### config.mk
export PLATFORM = sky130hd
export DESIGN_NAME = soft_compare_tick_timer_flat
export DESIGN_NICKNAME = d
export VERILOG_FILES = /design/src/rtl/core/sctt_pkg.sv /design/src/rtl/core/sctt_if.sv /design/src/rtl/core/sctt_regs.sv /design/src/rtl/core/sctt_div.sv /design/src/rtl/core/soft_compare_tick_timer.sv /design/src/flat_wrapper.sv
export SDC_FILE = /design/constraint.sdc
export NUM_CORES = 1
export LEC_CHECK = 0
export BUFFER_PORTS_ARGS = -buffer_cell sky130_fd_sc_hd__buf_2
export CELL_PAD_IN_SITES_DETAIL_PLACEMENT = 0
export CELL_PAD_IN_SITES_GLOBAL_PLACEMENT = 1
export CORE_UTILIZATION = 35
export DETAILED_ROUTE_END_ITERATION = 6
export PLACE_DENSITY = 0.71
export SYNTH_ARGS = -nofsm -noshare
export SYNTH_HDL_FRONTEND = slang
export SYNTH_HIERARCHICAL = 1
export SYNTH_SLANG_ARGS = --single-unit
export TNS_END_PERCENT = 10
### constraint.sdc
create_clock -name clk -period 10.9 [get_ports clk]
set_clock_uncertainty 0.1 [all_clocks]
set_input_delay 2.18 -clock clk [delete_from_list [all_inputs] [get_ports clk]]
set_output_delay 2.18 -clock clk [all_outputs]
set_load 0.02 [all_outputs]
### src/rtl/core/sctt_pkg.sv
// Shared widths, codes, reset values and types of the soft compare tick timer.
package sctt_pkg;

	localparam int CNT_W_DEF = 32;
	localparam int COUNT_W   = 32;
	localparam int SEC_W     = 32;
	localparam int USEC_W    = 20;
	localparam int TICKS_W   = 32;
	localparam int REQ_W     = 2;
	localparam int PERIOD_W  = 32;
	localparam int RATE_W    = 12;
	localparam int APB_ADDR_W = 4;
	localparam int APB_DATA_W = 32;

	localparam logic [REQ_W-1:0] REQ_POLL  = 2'd0;
	localparam logic [REQ_W-1:0] REQ_QUERY = 2'd1;
	localparam logic [REQ_W-1:0] REQ_START = 2'd2;

	localparam logic [1:0] REG_TICK_PERIOD = 2'd0;
	localparam logic [1:0] REG_CYCLES_USEC = 2'd1;
	localparam logic [1:0] REG_ENABLE      = 2'd2;

	localparam logic [PERIOD_W-1:0] TICK_PERIOD_RST = 32'd500000;
	localparam logic [RATE_W-1:0]   CYCLES_USEC_RST = 12'd50;

	localparam logic [USEC_W-1:0] USEC_PER_SEC = 20'd1000000;
	localparam logic [USEC_W-1:0] USEC_LAST    = 20'd999999;

	typedef struct packed {
		logic [PERIOD_W-1:0] tick_period;
		logic [RATE_W-1:0]   cycles_per_usec;
		logic                enable;
	} cfg_t;

endpackage

### src/rtl/core/sctt_if.sv
// Request and response channel interfaces of the soft compare tick timer.
interface sctt_req_if import sctt_pkg::*; ();
	logic               valid;
	logic               ready;
	logic [REQ_W-1:0]   req_type;
	logic [COUNT_W-1:0] count_now;
	logic [SEC_W-1:0]   base_sec;
	logic [USEC_W-1:0]  base_usec;

	modport source (output valid, req_type, count_now, base_sec, base_usec, input ready);
	modport sink (input valid, req_type, count_now, base_sec, base_usec, output ready);
endinterface

interface sctt_rsp_if import sctt_pkg::*; ();
	logic               valid;
	logic               ready;
	logic [TICKS_W-1:0] ticks_elapsed;
	logic [SEC_W-1:0]   time_sec;
	logic [USEC_W-1:0]  time_usec;
	logic               count_behind;

	modport source (output valid, ticks_elapsed, time_sec, time_usec, count_behind,
		input ready);
	modport sink (input valid, ticks_elapsed, time_sec, time_usec, count_behind,
		output ready);
endinterface

### src/rtl/core/sctt_regs.sv
// APB configuration registers of the soft compare tick timer.
module sctt_regs import sctt_pkg::*; (
	input  logic                  clk,
	input  logic                  arst_n,
	input  logic                  psel,
	input  logic                  penable,
	input  logic                  pwrite,
	input  logic [APB_ADDR_W-1:0] paddr,
	input  logic [APB_DATA_W-1:0] pwdata,
	output logic [APB_DATA_W-1:0] prdata,
	output logic                  pready,
	output cfg_t                  cfg
);

	cfg_t cfg_q;
	logic wr_en;

	assign pready = 1'b1;
	assign wr_en  = psel && penable && pwrite;
	assign cfg    = cfg_q;

	always_ff @(posedge clk or negedge arst_n) begin
		if (!arst_n) begin
			cfg_q.tick_period     <= TICK_PERIOD_RST;
			cfg_q.cycles_per_usec <= CYCLES_USEC_RST;
			cfg_q.enable          <= 1'b0;
		end else if (wr_en) begin
			unique case (paddr[3:2])
				REG_TICK_PERIOD: begin
					cfg_q.tick_period <= pwdata[PERIOD_W-1:0];
				end
				REG_CYCLES_USEC: begin
					cfg_q.cycles_per_usec <= pwdata[RATE_W-1:0];
				end
				REG_ENABLE: begin
					cfg_q.enable <= pwdata[0];
				end
				default: begin
				end
			endcase
		end
	end

	always_comb begin
		unique case (paddr[3:2])
			REG_TICK_PERIOD: prdata = cfg_q.tick_period;
			REG_CYCLES_USEC: prdata = APB_DATA_W'(cfg_q.cycles_per_usec);
			REG_ENABLE:      prdata = APB_DATA_W'(cfg_q.enable);
			default:         prdata = '0;
		endcase
	end

endmodule

### src/rtl/core/sctt_div.sv
// Bit-serial restoring divider: one quotient bit per cycle, MSB first.
module sctt_div import sctt_pkg::*; #(
	parameter int DW = CNT_W_DEF,
	parameter int VW = PERIOD_W
) (
	input  logic          clk,
	input  logic          arst_n,
	input  logic          start,
	input  logic [DW-1:0] dividend,
	input  logic [VW-1:0] divisor,
	output logic          done,
	output logic [DW-1:0] quotient,
	output logic [VW-1:0] remainder
);

	localparam int CNT_W = $clog2(DW + 1);

	logic [CNT_W-1:0] cnt_q;
	logic             done_q;
	logic [DW-1:0]    dvd_q;
	logic [VW-1:0]    rem_q;
	logic [VW:0]      trial;
	logic [VW:0]      diff;
	logic             fits;

	assign trial = {rem_q, dvd_q[DW-1]};
	assign diff  = trial - {1'b0, divisor};
	assign fits  = trial >= {1'b0, divisor};

	always_ff @(posedge clk or negedge arst_n) begin
		if (!arst_n) begin
			cnt_q  <= '0;
			done_q <= 1'b0;
		end else if (start) begin
			cnt_q  <= CNT_W'(DW);
			done_q <= 1'b0;
		end else if (cnt_q != '0) begin
			cnt_q  <= cnt_q - 1'b1;
			done_q <= (cnt_q == CNT_W'(1));
		end else begin
			done_q <= 1'b0;
		end
	end

	// The dividend shifts out at the top while quotient bits shift in at the bottom.
	always_ff @(posedge clk) begin
		if (start) begin
			dvd_q <= dividend;
			rem_q <= '0;
		end else if (cnt_q != '0) begin
			dvd_q <= {dvd_q[DW-2:0], fits};
			rem_q <= fits ? diff[VW-1:0] : trial[VW-1:0];
		end
	end

	assign done      = done_q;
	assign quotient  = dvd_q;
	assign remainder = rem_q;

endmodule

### src/rtl/core/soft_compare_tick_timer.sv
// Soft compare tick timer: top level with sequencer, state and response register.
// The divider works on DW = max(COUNTER_WIDTH, 21) bits. One request is worked on at
// a time, and the next is taken as soon as the previous response sits in the output
// register.
// Reset clears the compare value and the last query time and returns the
// configuration to its reset values.
module soft_compare_tick_timer import sctt_pkg::*; #(
	parameter int COUNTER_WIDTH = CNT_W_DEF
) (
	input  logic                  clk,
	input  logic                  arst_n,
	sctt_req_if.sink              req,
	sctt_rsp_if.source            rsp,
	input  logic                  psel,
	input  logic                  penable,
	input  logic                  pwrite,
	input  logic [APB_ADDR_W-1:0] paddr,
	input  logic [APB_DATA_W-1:0] pwdata,
	output logic [APB_DATA_W-1:0] prdata,
	output logic                  pready
);

	localparam int CW = COUNTER_WIDTH;
	localparam int DW = (CW > 21) ? CW : 21;

	localparam logic [4:0] S_IDLE  = 5'd0;
	localparam logic [4:0] S_START = 5'd1;
	localparam logic [4:0] S_P_SUB = 5'd2;
	localparam logic [4:0] S_P_CHK = 5'd3;
	localparam logic [4:0] S_P_DIV = 5'd4;
	localparam logic [4:0] S_P_CMP1 = 5'd5;
	localparam logic [4:0] S_P_CMP2 = 5'd6;
	localparam logic [4:0] S_Q_SUB1 = 5'd7;
	localparam logic [4:0] S_Q_SUB2 = 5'd8;
	localparam logic [4:0] S_Q_CHK = 5'd9;
	localparam logic [4:0] S_Q_DIV1 = 5'd10;
	localparam logic [4:0] S_Q_ADD = 5'd11;
	localparam logic [4:0] S_Q_NRM = 5'd12;
	localparam logic [4:0] S_Q_DIV2 = 5'd13;
	localparam logic [4:0] S_Q_SEC = 5'd14;
	localparam logic [4:0] S_Q_FIX = 5'd15;
	localparam logic [4:0] S_Q_INC = 5'd16;
	localparam logic [4:0] S_OUT   = 5'd17;

	cfg_t cfg;

	logic [4:0]         state_q;
	logic [CW-1:0]      cmp_q;
	logic [SEC_W-1:0]   last_sec_q;
	logic [USEC_W-1:0]  last_usec_q;
	logic               rsp_valid_q;

	logic [REQ_W-1:0]   type_q;
	logic [CW-1:0]      cnt_q;
	logic [SEC_W-1:0]   base_sec_q;
	logic [USEC_W-1:0]  base_usec_q;
	logic [CW-1:0]      d_q;
	logic [DW-1:0]      sum_q;
	logic [TICKS_W-1:0] ticks_q;
	logic [SEC_W-1:0]   sec_q;
	logic [USEC_W-1:0]  usec_q;
	logic               behind_q;

	logic [TICKS_W-1:0] rsp_ticks_q;
	logic [SEC_W-1:0]   rsp_sec_q;
	logic [USEC_W-1:0]  rsp_usec_q;
	logic               rsp_behind_q;

	logic [PERIOD_W-1:0] per_eff;
	logic [CW-1:0]       per_cw;
	logic [RATE_W-1:0]   rate_eff;
	logic                req_acc;
	logic                out_load;
	logic                poll_hit;
	logic                same_sec_late;
	logic [DW:0]         ticks_wide;

	logic                div_start;
	logic [DW-1:0]       div_dividend;
	logic [PERIOD_W-1:0] div_divisor;
	logic                div_done;
	logic [DW-1:0]       div_quot;
	logic [PERIOD_W-1:0] div_rem;

	sctt_regs u_regs (
		.clk     (clk),
		.arst_n  (arst_n),
		.psel    (psel),
		.penable (penable),
		.pwrite  (pwrite),
		.paddr   (paddr),
		.pwdata  (pwdata),
		.prdata  (prdata),
		.pready  (pready),
		.cfg     (cfg)
	);

	sctt_div #(
		.DW (DW),
		.VW (PERIOD_W)
	) u_div (
		.clk       (clk),
		.arst_n    (arst_n),
		.start     (div_start),
		.dividend  (div_dividend),
		.divisor   (div_divisor),
		.done      (div_done),
		.quotient  (div_quot),
		.remainder (div_rem)
	);

	// A zero period or rate behaves as one.
	assign per_eff  = (cfg.tick_period == '0) ? PERIOD_W'(1) : cfg.tick_period;
	assign per_cw   = CW'(per_eff);
	assign rate_eff = (cfg.cycles_per_usec == '0) ? RATE_W'(1) : cfg.cycles_per_usec;

	assign req.ready = (state_q == S_IDLE);
	assign req_acc   = req.valid && req.ready;
	assign out_load  = (state_q == S_OUT) && (!rsp_valid_q || rsp.ready);

	// The count must lie strictly ahead of the compare value, within half the counter range.
	assign poll_hit = cfg.enable && (d_q != '0) && !d_q[CW-1];
	assign same_sec_late = (sec_q == last_sec_q) && (usec_q <= last_usec_q);
	assign ticks_wide = (DW + 1)'(div_quot) + 1'b1;

	assign div_start = ((state_q == S_P_CHK) && poll_hit) ||
		((state_q == S_Q_CHK) && !d_q[CW-1]) || (state_q == S_Q_NRM);
	assign div_dividend = (state_q == S_Q_NRM) ? sum_q : DW'(d_q);

	// The divider reads its divisor on every step, so it is held for the whole division.
	always_comb begin
		if (state_q == S_Q_CHK || state_q == S_Q_DIV1) begin
			div_divisor = PERIOD_W'(rate_eff);
		end else if (state_q == S_Q_NRM || state_q == S_Q_DIV2) begin
			div_divisor = PERIOD_W'(USEC_PER_SEC);
		end else begin
			div_divisor = per_eff;
		end
	end

	always_ff @(posedge clk or negedge arst_n) begin
		if (!arst_n) begin
			state_q     <= S_IDLE;
			cmp_q       <= '0;
			last_sec_q  <= '0;
			last_usec_q <= '0;
			rsp_valid_q <= 1'b0;
		end else begin
			if (out_load) begin
				rsp_valid_q <= 1'b1;
			end else if (rsp.ready) begin
				rsp_valid_q <= 1'b0;
			end
			unique case (state_q)
				S_IDLE: begin
					if (req_acc) begin
						unique case (req.req_type)
							REQ_POLL:  state_q <= S_P_SUB;
							REQ_QUERY: state_q <= S_Q_SUB1;
							REQ_START: state_q <= S_START;
							default:   state_q <= S_OUT;
						endcase
					end
				end
				S_START: begin
					cmp_q   <= cnt_q + per_cw;
					state_q <= S_OUT;
				end
				S_P_SUB: state_q <= S_P_CHK;
				S_P_CHK: state_q <= poll_hit ? S_P_DIV : S_OUT;
				S_P_DIV: begin
					if (div_done) begin
						state_q <= S_P_CMP1;
					end
				end
				// Compare plus ticks times period equals count minus remainder plus period.
				S_P_CMP1: begin
					cmp_q   <= cnt_q - CW'(div_rem);
					state_q <= S_P_CMP2;
				end
				S_P_CMP2: begin
					cmp_q   <= cmp_q + per_cw;
					state_q <= S_OUT;
				end
				S_Q_SUB1: state_q <= S_Q_SUB2;
				S_Q_SUB2: state_q <= S_Q_CHK;
				S_Q_CHK:  state_q <= d_q[CW-1] ? S_Q_ADD : S_Q_DIV1;
				S_Q_DIV1: begin
					if (div_done) begin
						state_q <= S_Q_ADD;
					end
				end
				S_Q_ADD: state_q <= S_Q_NRM;
				S_Q_NRM: state_q <= S_Q_DIV2;
				S_Q_DIV2: begin
					if (div_done) begin
						state_q <= S_Q_SEC;
					end
				end
				S_Q_SEC: state_q <= S_Q_FIX;
				// A time not past the previous one within the same second moves one
				// microsecond beyond it.
				S_Q_FIX: begin
					if (same_sec_late && (last_usec_q == USEC_LAST)) begin
						state_q <= S_Q_INC;
					end else begin
						last_sec_q  <= sec_q;
						last_usec_q <= same_sec_late ? last_usec_q + 1'b1 : usec_q;
						state_q     <= S_OUT;
					end
				end
				S_Q_INC: begin
					last_sec_q  <= sec_q + 1'b1;
					last_usec_q <= '0;
					state_q     <= S_OUT;
				end
				S_OUT: begin
					if (out_load) begin
						state_q <= S_IDLE;
					end
				end
				default: state_q <= S_IDLE;
			endcase
		end
	end

	always_ff @(posedge clk) begin
		if (out_load) begin
			rsp_ticks_q  <= ticks_q;
			rsp_sec_q    <= sec_q;
			rsp_usec_q   <= usec_q;
			rsp_behind_q <= behind_q;
		end
		unique case (state_q)
			S_IDLE: begin
				if (req_acc) begin
					type_q      <= req.req_type;
					cnt_q       <= CW'(req.count_now);
					base_sec_q  <= req.base_sec;
					base_usec_q <= req.base_usec;
					ticks_q     <= '0;
					sec_q       <= '0;
					usec_q      <= '0;
					behind_q    <= 1'b0;
				end
			end
			S_P_SUB: d_q <= cnt_q - cmp_q;
			S_P_CMP1: begin
				ticks_q <= (ticks_wide > (DW + 1)'(32'hFFFF_FFFF)) ?
					'1 : TICKS_W'(ticks_wide);
			end
			S_Q_SUB1: d_q <= cnt_q - cmp_q;
			// Cycles since the last tick: count minus (compare minus period).
			S_Q_SUB2: d_q <= d_q + per_cw;
			S_Q_CHK:  behind_q <= d_q[CW-1];
			S_Q_ADD:  sum_q <= DW'(base_usec_q) + (behind_q ? '0 : div_quot);
			S_Q_SEC: begin
				sec_q  <= base_sec_q + SEC_W'(div_quot);
				usec_q <= div_rem[USEC_W-1:0];
			end
			S_Q_FIX: begin
				if (same_sec_late) begin
					usec_q <= (last_usec_q == USEC_LAST) ? '0 : last_usec_q + 1'b1;
				end
			end
			S_Q_INC: sec_q <= sec_q + 1'b1;
			default: begin
			end
		endcase
	end

	assign rsp.valid         = rsp_valid_q;
	assign rsp.ticks_elapsed = rsp_ticks_q;
	assign rsp.time_sec      = rsp_sec_q;
	assign rsp.time_usec     = rsp_usec_q;
	assign rsp.count_behind  = rsp_behind_q;

	a_div_done_waited: assert property (@(posedge clk) disable iff (!arst_n)
		div_done |-> (state_q == S_P_DIV || state_q == S_Q_DIV1 || state_q == S_Q_DIV2))
		else $error("divider finished outside a wait state");

	a_last_time_kept: assert property (@(posedge clk) disable iff (!arst_n)
		(state_q == S_OUT && type_q == REQ_QUERY) |->
			(last_sec_q == sec_q && last_usec_q == usec_q))
		else $error("last query time differs from the reported time");

	a_usec_in_range: assert property (@(posedge clk) disable iff (!arst_n)
		rsp_valid_q |-> (rsp_usec_q < USEC_PER_SEC))
		else $error("reported microseconds not normalised");

	a_accept_leaves_idle: assert property (@(posedge clk) disable iff (!arst_n)
		req_acc |=> (state_q != S_IDLE))
		else $error("accepted transaction not taken up");

endmodule
### src/flat_wrapper.sv
// flat-port wrapper written by rule: the top's interface ports become plain ports
module soft_compare_tick_timer_flat import sctt_pkg::*;
#(
	parameter int COUNTER_WIDTH = CNT_W_DEF
)
  (clk, arst_n, psel, penable, pwrite, paddr, pwdata, prdata, pready, req_valid, req_req_type, req_count_now, req_base_sec, req_base_usec, req_ready, rsp_valid, rsp_ticks_elapsed, rsp_time_sec, rsp_time_usec, rsp_count_behind, rsp_ready);
  sctt_req_if req_i ();
  sctt_rsp_if rsp_i ();
  input  logic clk;
  input  logic arst_n;
  input  logic psel;
  input  logic penable;
  input  logic pwrite;
  input  logic [APB_ADDR_W-1:0] paddr;
  input  logic [APB_DATA_W-1:0] pwdata;
  output logic [APB_DATA_W-1:0] prdata;
  output logic pready;
  input wire logic [$bits(req_i.valid)-1:0] req_valid;
  input wire logic [$bits(req_i.req_type)-1:0] req_req_type;
  input wire logic [$bits(req_i.count_now)-1:0] req_count_now;
  input wire logic [$bits(req_i.base_sec)-1:0] req_base_sec;
  input wire logic [$bits(req_i.base_usec)-1:0] req_base_usec;
  output wire logic [$bits(req_i.ready)-1:0] req_ready;
  output wire logic [$bits(rsp_i.valid)-1:0] rsp_valid;
  output wire logic [$bits(rsp_i.ticks_elapsed)-1:0] rsp_ticks_elapsed;
  output wire logic [$bits(rsp_i.time_sec)-1:0] rsp_time_sec;
  output wire logic [$bits(rsp_i.time_usec)-1:0] rsp_time_usec;
  output wire logic [$bits(rsp_i.count_behind)-1:0] rsp_count_behind;
  input wire logic [$bits(rsp_i.ready)-1:0] rsp_ready;
  assign req_i.valid = req_valid;
  assign req_i.req_type = req_req_type;
  assign req_i.count_now = req_count_now;
  assign req_i.base_sec = req_base_sec;
  assign req_i.base_usec = req_base_usec;
  assign req_ready = req_i.ready;
  assign rsp_valid = rsp_i.valid;
  assign rsp_ticks_elapsed = rsp_i.ticks_elapsed;
  assign rsp_time_sec = rsp_i.time_sec;
  assign rsp_time_usec = rsp_i.time_usec;
  assign rsp_count_behind = rsp_i.count_behind;
  assign rsp_i.ready = rsp_ready;
  soft_compare_tick_timer #(.COUNTER_WIDTH(COUNTER_WIDTH)) u_core (.clk(clk), .arst_n(arst_n), .req(req_i), .rsp(rsp_i), .psel(psel), .penable(penable), .pwrite(pwrite), .paddr(paddr), .pwdata(pwdata), .prdata(prdata), .pready(pready));
endmodule
==> results.sh <==
export IMPL_status="complete, no violations"
export IMPL_synth_top_area_share_pct=30.0
export IMPL_fmax_mhz=182
export IMPL_drcViolationCount=0
export IMPL_dpl_cell_area_um2=37500
export IMPL_ant_nets=0
export IMPL_root_buffer="clkbuf_16"
export IMPL_fin_setup_tns_ns=0
export IMPL_wirelength_mm=111
export IMPL_ctsResizeCount=0
export IMPL_p_sw_mw=5.27
export IMPL_antenna_found_initial=5
export IMPL_postSynthAreaPerCell_um2=9.83
export IMPL_drt_iter0_drc=2443
export IMPL_die_area_um2=102000
export IMPL_sequentialPowerShare_pct=31.2
export IMPL_power_frac_comb_pct=50.0
export IMPL_fin_area_um2=39700
export IMPL_synth_warnings=6
export IMPL_fp_coreArea_um2=98900
export IMPL_yosys_top_cells_area="edfxtp_1 30%, dfrtp_1 9.4%, ha_1 8.2%"
export IMPL_synthCells=3571
export IMPL_synth_seq_cells=524
export IMPL_num_io_pins=249
export IMPL_area_growth_pct=13.3
export IMPL_grt_max_degree=86
export IMPL_slew_viol_final=0
export IMPL_yosysSeqAreaShare_pct=41.9
export IMPL_muxShareOfSynthArea_pct=5.66
export IMPL_grt_ovfl_total=0
export IMPL_finalNetCount=4108
export IMPL_grt_usage_pct=21.4
export IMPL_tightest_slew_ns=1.18
export IMPL_clockPowerShare_pct=18.8
export IMPL_synth_edf_count=350
export IMPL_ctsHoldBuffers=0
export IMPL_cp_max_fo=20
export IMPL_stdcell_count=5084
export IMPL_drtPass1Iterations=6
export IMPL_synthAdderAreaFrac_pct=8.72
export IMPL_cts_tree="done"
export IMPL_synth_most_common_cell="edfxtp_1"
export IMPL_rsz0062_at_grt="no"
export IMPL_cts_sinks=524
export IMPL_whs_endpoint="u_core/rsp.ticks_elapsed[27]"
export IMPL_synthSimpleGateAreaFrac_pct=14.7
export IMPL_via_per_inst=5.55
export IMPL_start_util_pct=35.5
export IMPL_relSlewSlack_pct=21.7
export IMPL_drv_cap=0
export IMPL_critical_path_class="input port to output port"
export IMPL_min_from="u_core/ticks_q[27]"
export IMPL_fin_crit_sh_pct=50.3
export IMPL_dieWidth_um=319
export IMPL_wl_per_cell_um=21.9
export IMPL_pwr_density_cell_nw_per_um2=302
export IMPL_holdPathStages=0
export IMPL_synth_area_leader_cell="edfxtp_1"
export IMPL_vias=28200
export IMPL_synth_xor_area_share_pct=7.26
export IMPL_grt_pass1_wl_mm=168
export IMPL_synth_flop_cell="edfxtp_1"
export IMPL_regToRegSetupSlack_ns=5.61
export IMPL_p_leak_nw=16.0
export IMPL_dp_hpwl_mm=83.6
export IMPL_numCtsBuffers=66
export IMPL_synth_compound_area_share_pct=17.5
export IMPL_num_rows=115
export IMPL_synth_top_family_by_area="compound AO/OA/AOI/OAI gates"
export IMPL_path_clk_slew_ns=0.06
export IMPL_start_kind="input port"
export IMPL_cp_required_ns=8.62
export IMPL_ir_drop_mv=0.127
export IMPL_io_buffer_count=245
export IMPL_yosys_cell_types_count=108
export IMPL_reg2reg_from="u_core/state_q[4]"
export IMPL_r2r_cells=13
export IMPL_synth_async_sr_flop_share_pct=27.1
export IMPL_r2r_end="u_core/u_div/remainder[27]"
export IMPL_h_tree_depth=3
export IMPL_routabilityCongestion=0.900
export IMPL_die_h_um=319
export IMPL_hold_path_class="flop to flop"
export IMPL_grt_pass1_vias=27200
export IMPL_syn_nets=3938
export IMPL_setup_viol=0
export IMPL_synth_area_um2=35100
export IMPL_clk_latency_ns=0.64
export IMPL_worst_slack_ns=5.41
export IMPL_intPower_mw=6.73
export IMPL_clock_path_buffers=3
export IMPL_period_minus_slack_ns=5.49
export IMPL_place_ws_ns=5.41
export IMPL_sw_frac_of_total_pct=43.9
export IMPL_dp_cells=4960
export IMPL_critPathArrivalTime_ns=3.21
export IMPL_synth_commonest_cells="350 x edfxtp_1, 257 x a21oi_1, 241 x nand2_1, 237 x nor2_1, 231 x ha_1"
export IMPL_final_hold_violation_count=0
export IMPL_drive_above_1_share_pct=15.9
export IMPL_worst_setup_path_end_kind="output port"
export IMPL_postCtsSetupBuffers=0
-- layout by cell type (no fill, tap or decap), types with 31 or more instances in the layout --
cell / instances
edfxtp_1: 350
a21oi_1: 256
buf_2: 244
nand2_1: 241
nor2_1: 232
ha_1: 231
xnor2_1: 194
inv_1: 188
o21ai_0: 167
mux2_2: 137
dfrtp_1: 132
nand3_1: 104
xor2_1: 97
a21o_1: 95
nor3_1: 72
clkbuf_16: 68
and3_1: 62
o22ai_1: 50
nor2b_1: 50
nand4_1: 46
and2_1: 42
mux2i_1: 42
nor4_1: 39
buf_4: 38
o21a_1: 37
nand2b_1: 32
dfxtp_1: 32
o21ai_1: 31
a211oi_1: 31
a221o_1: 31
-- flip-flops by register name, indices dropped and copies added, names as in the netlist, 32 cells and up --
register                  count
u_core/cmp_q                 32
u_core/rsp.time_sec          32
u_core/cnt_q                 32
u_core/u_div/remainder       32
u_core/ticks_q               32
u_core/u_div/quotient        32
u_core/last_sec_q            32
u_core/sec_q                 32
u_core/base_sec_q            32
u_core/sum_q                 32
u_core/rsp.ticks_elapsed     32
u_core/d_q                   32
u_core/u_regs/cfg            45
-- logic make-up (layout without fill, tap and decap cells) --
family,after synthesis,count (layout)
buffers and inverters,369,591
adder cells (fa/ha/maj),241,241
flip-flops,524,524
AO/OA/AOI/OAI,937,937
other,1,5
XOR/XNOR,291,291
multiplexers,181,181
AND/OR/NAND/NOR,1027,1027
-- layout make-up --
type / instances / area [um2]
antenna: 4 / 10.0
timing repair buffer: 283 / 1520
fill: 9657 / 59100
multi-input combinational: 2678 / 19000
inverter: 188 / 706
tap: 1287 / 1610
sequential: 524 / 14700
clock inverter: 35 / 394
clock buffer: 85 / 1820
-- worst max-delay path by stage --
stage,start,to,slack (ns)
after floorplan,rsp_ready,u_core/rsp.count_behind,4.48
after global routing,u_core/state_q[4],u_core/u_div/remainder[27],5.28
after global placement,paddr[2],prdata[21],5.42
after detailed placement,paddr[2],prdata[24],5.41
after CTS,paddr[2],prdata[12],5.40
final,paddr[2],prdata[24],5.41
-- power groups by stage --
stage,combinational [mW],sequential [mW],clock [mW]
3_3_place_gp,5.89,3.77,0
6_report,6.00,3.74,2.25
2_1_floorplan,4.57,3.38,0
3_5_place_dp,5.92,3.77,0
4_1_cts,5.96,3.74,2.32
5_1_grt,6.63,3.81,2.39
-- metrics by stage --
step / hold slack, ns / power, mW / util, %
detailed placement: 0.305 / 9.69 / 38.0
finish: 0.309 / 12.0 / 40.2
global placement: 0.303 / 9.66 / 38.0
floorplan: 0.300 / 7.95 / -
CTS: 0.314 / 12.0 / 40.2
global route: 0.314 / 12.8 / 40.2
-- worst max-delay path, cell delays in order --
cell and delay, ns:
buf_2 0.39, nor2_1 0.07, buf_4 0.21, and2_1 0.17, buf_2 0.15
-- per-layer routing --
| layer | global-route usage [%] | share of wire [%] |
|---|---|---|
| met5 | 0 | 0.012 |
| met4 | 5.49 | 2.0 |
| met3 | 3.09 | 5.9 |
| met2 | 34.3 | 46 |
| met1 | 30.3 | 46 |
Note: power is estimated with default switching activity, not from simulation.
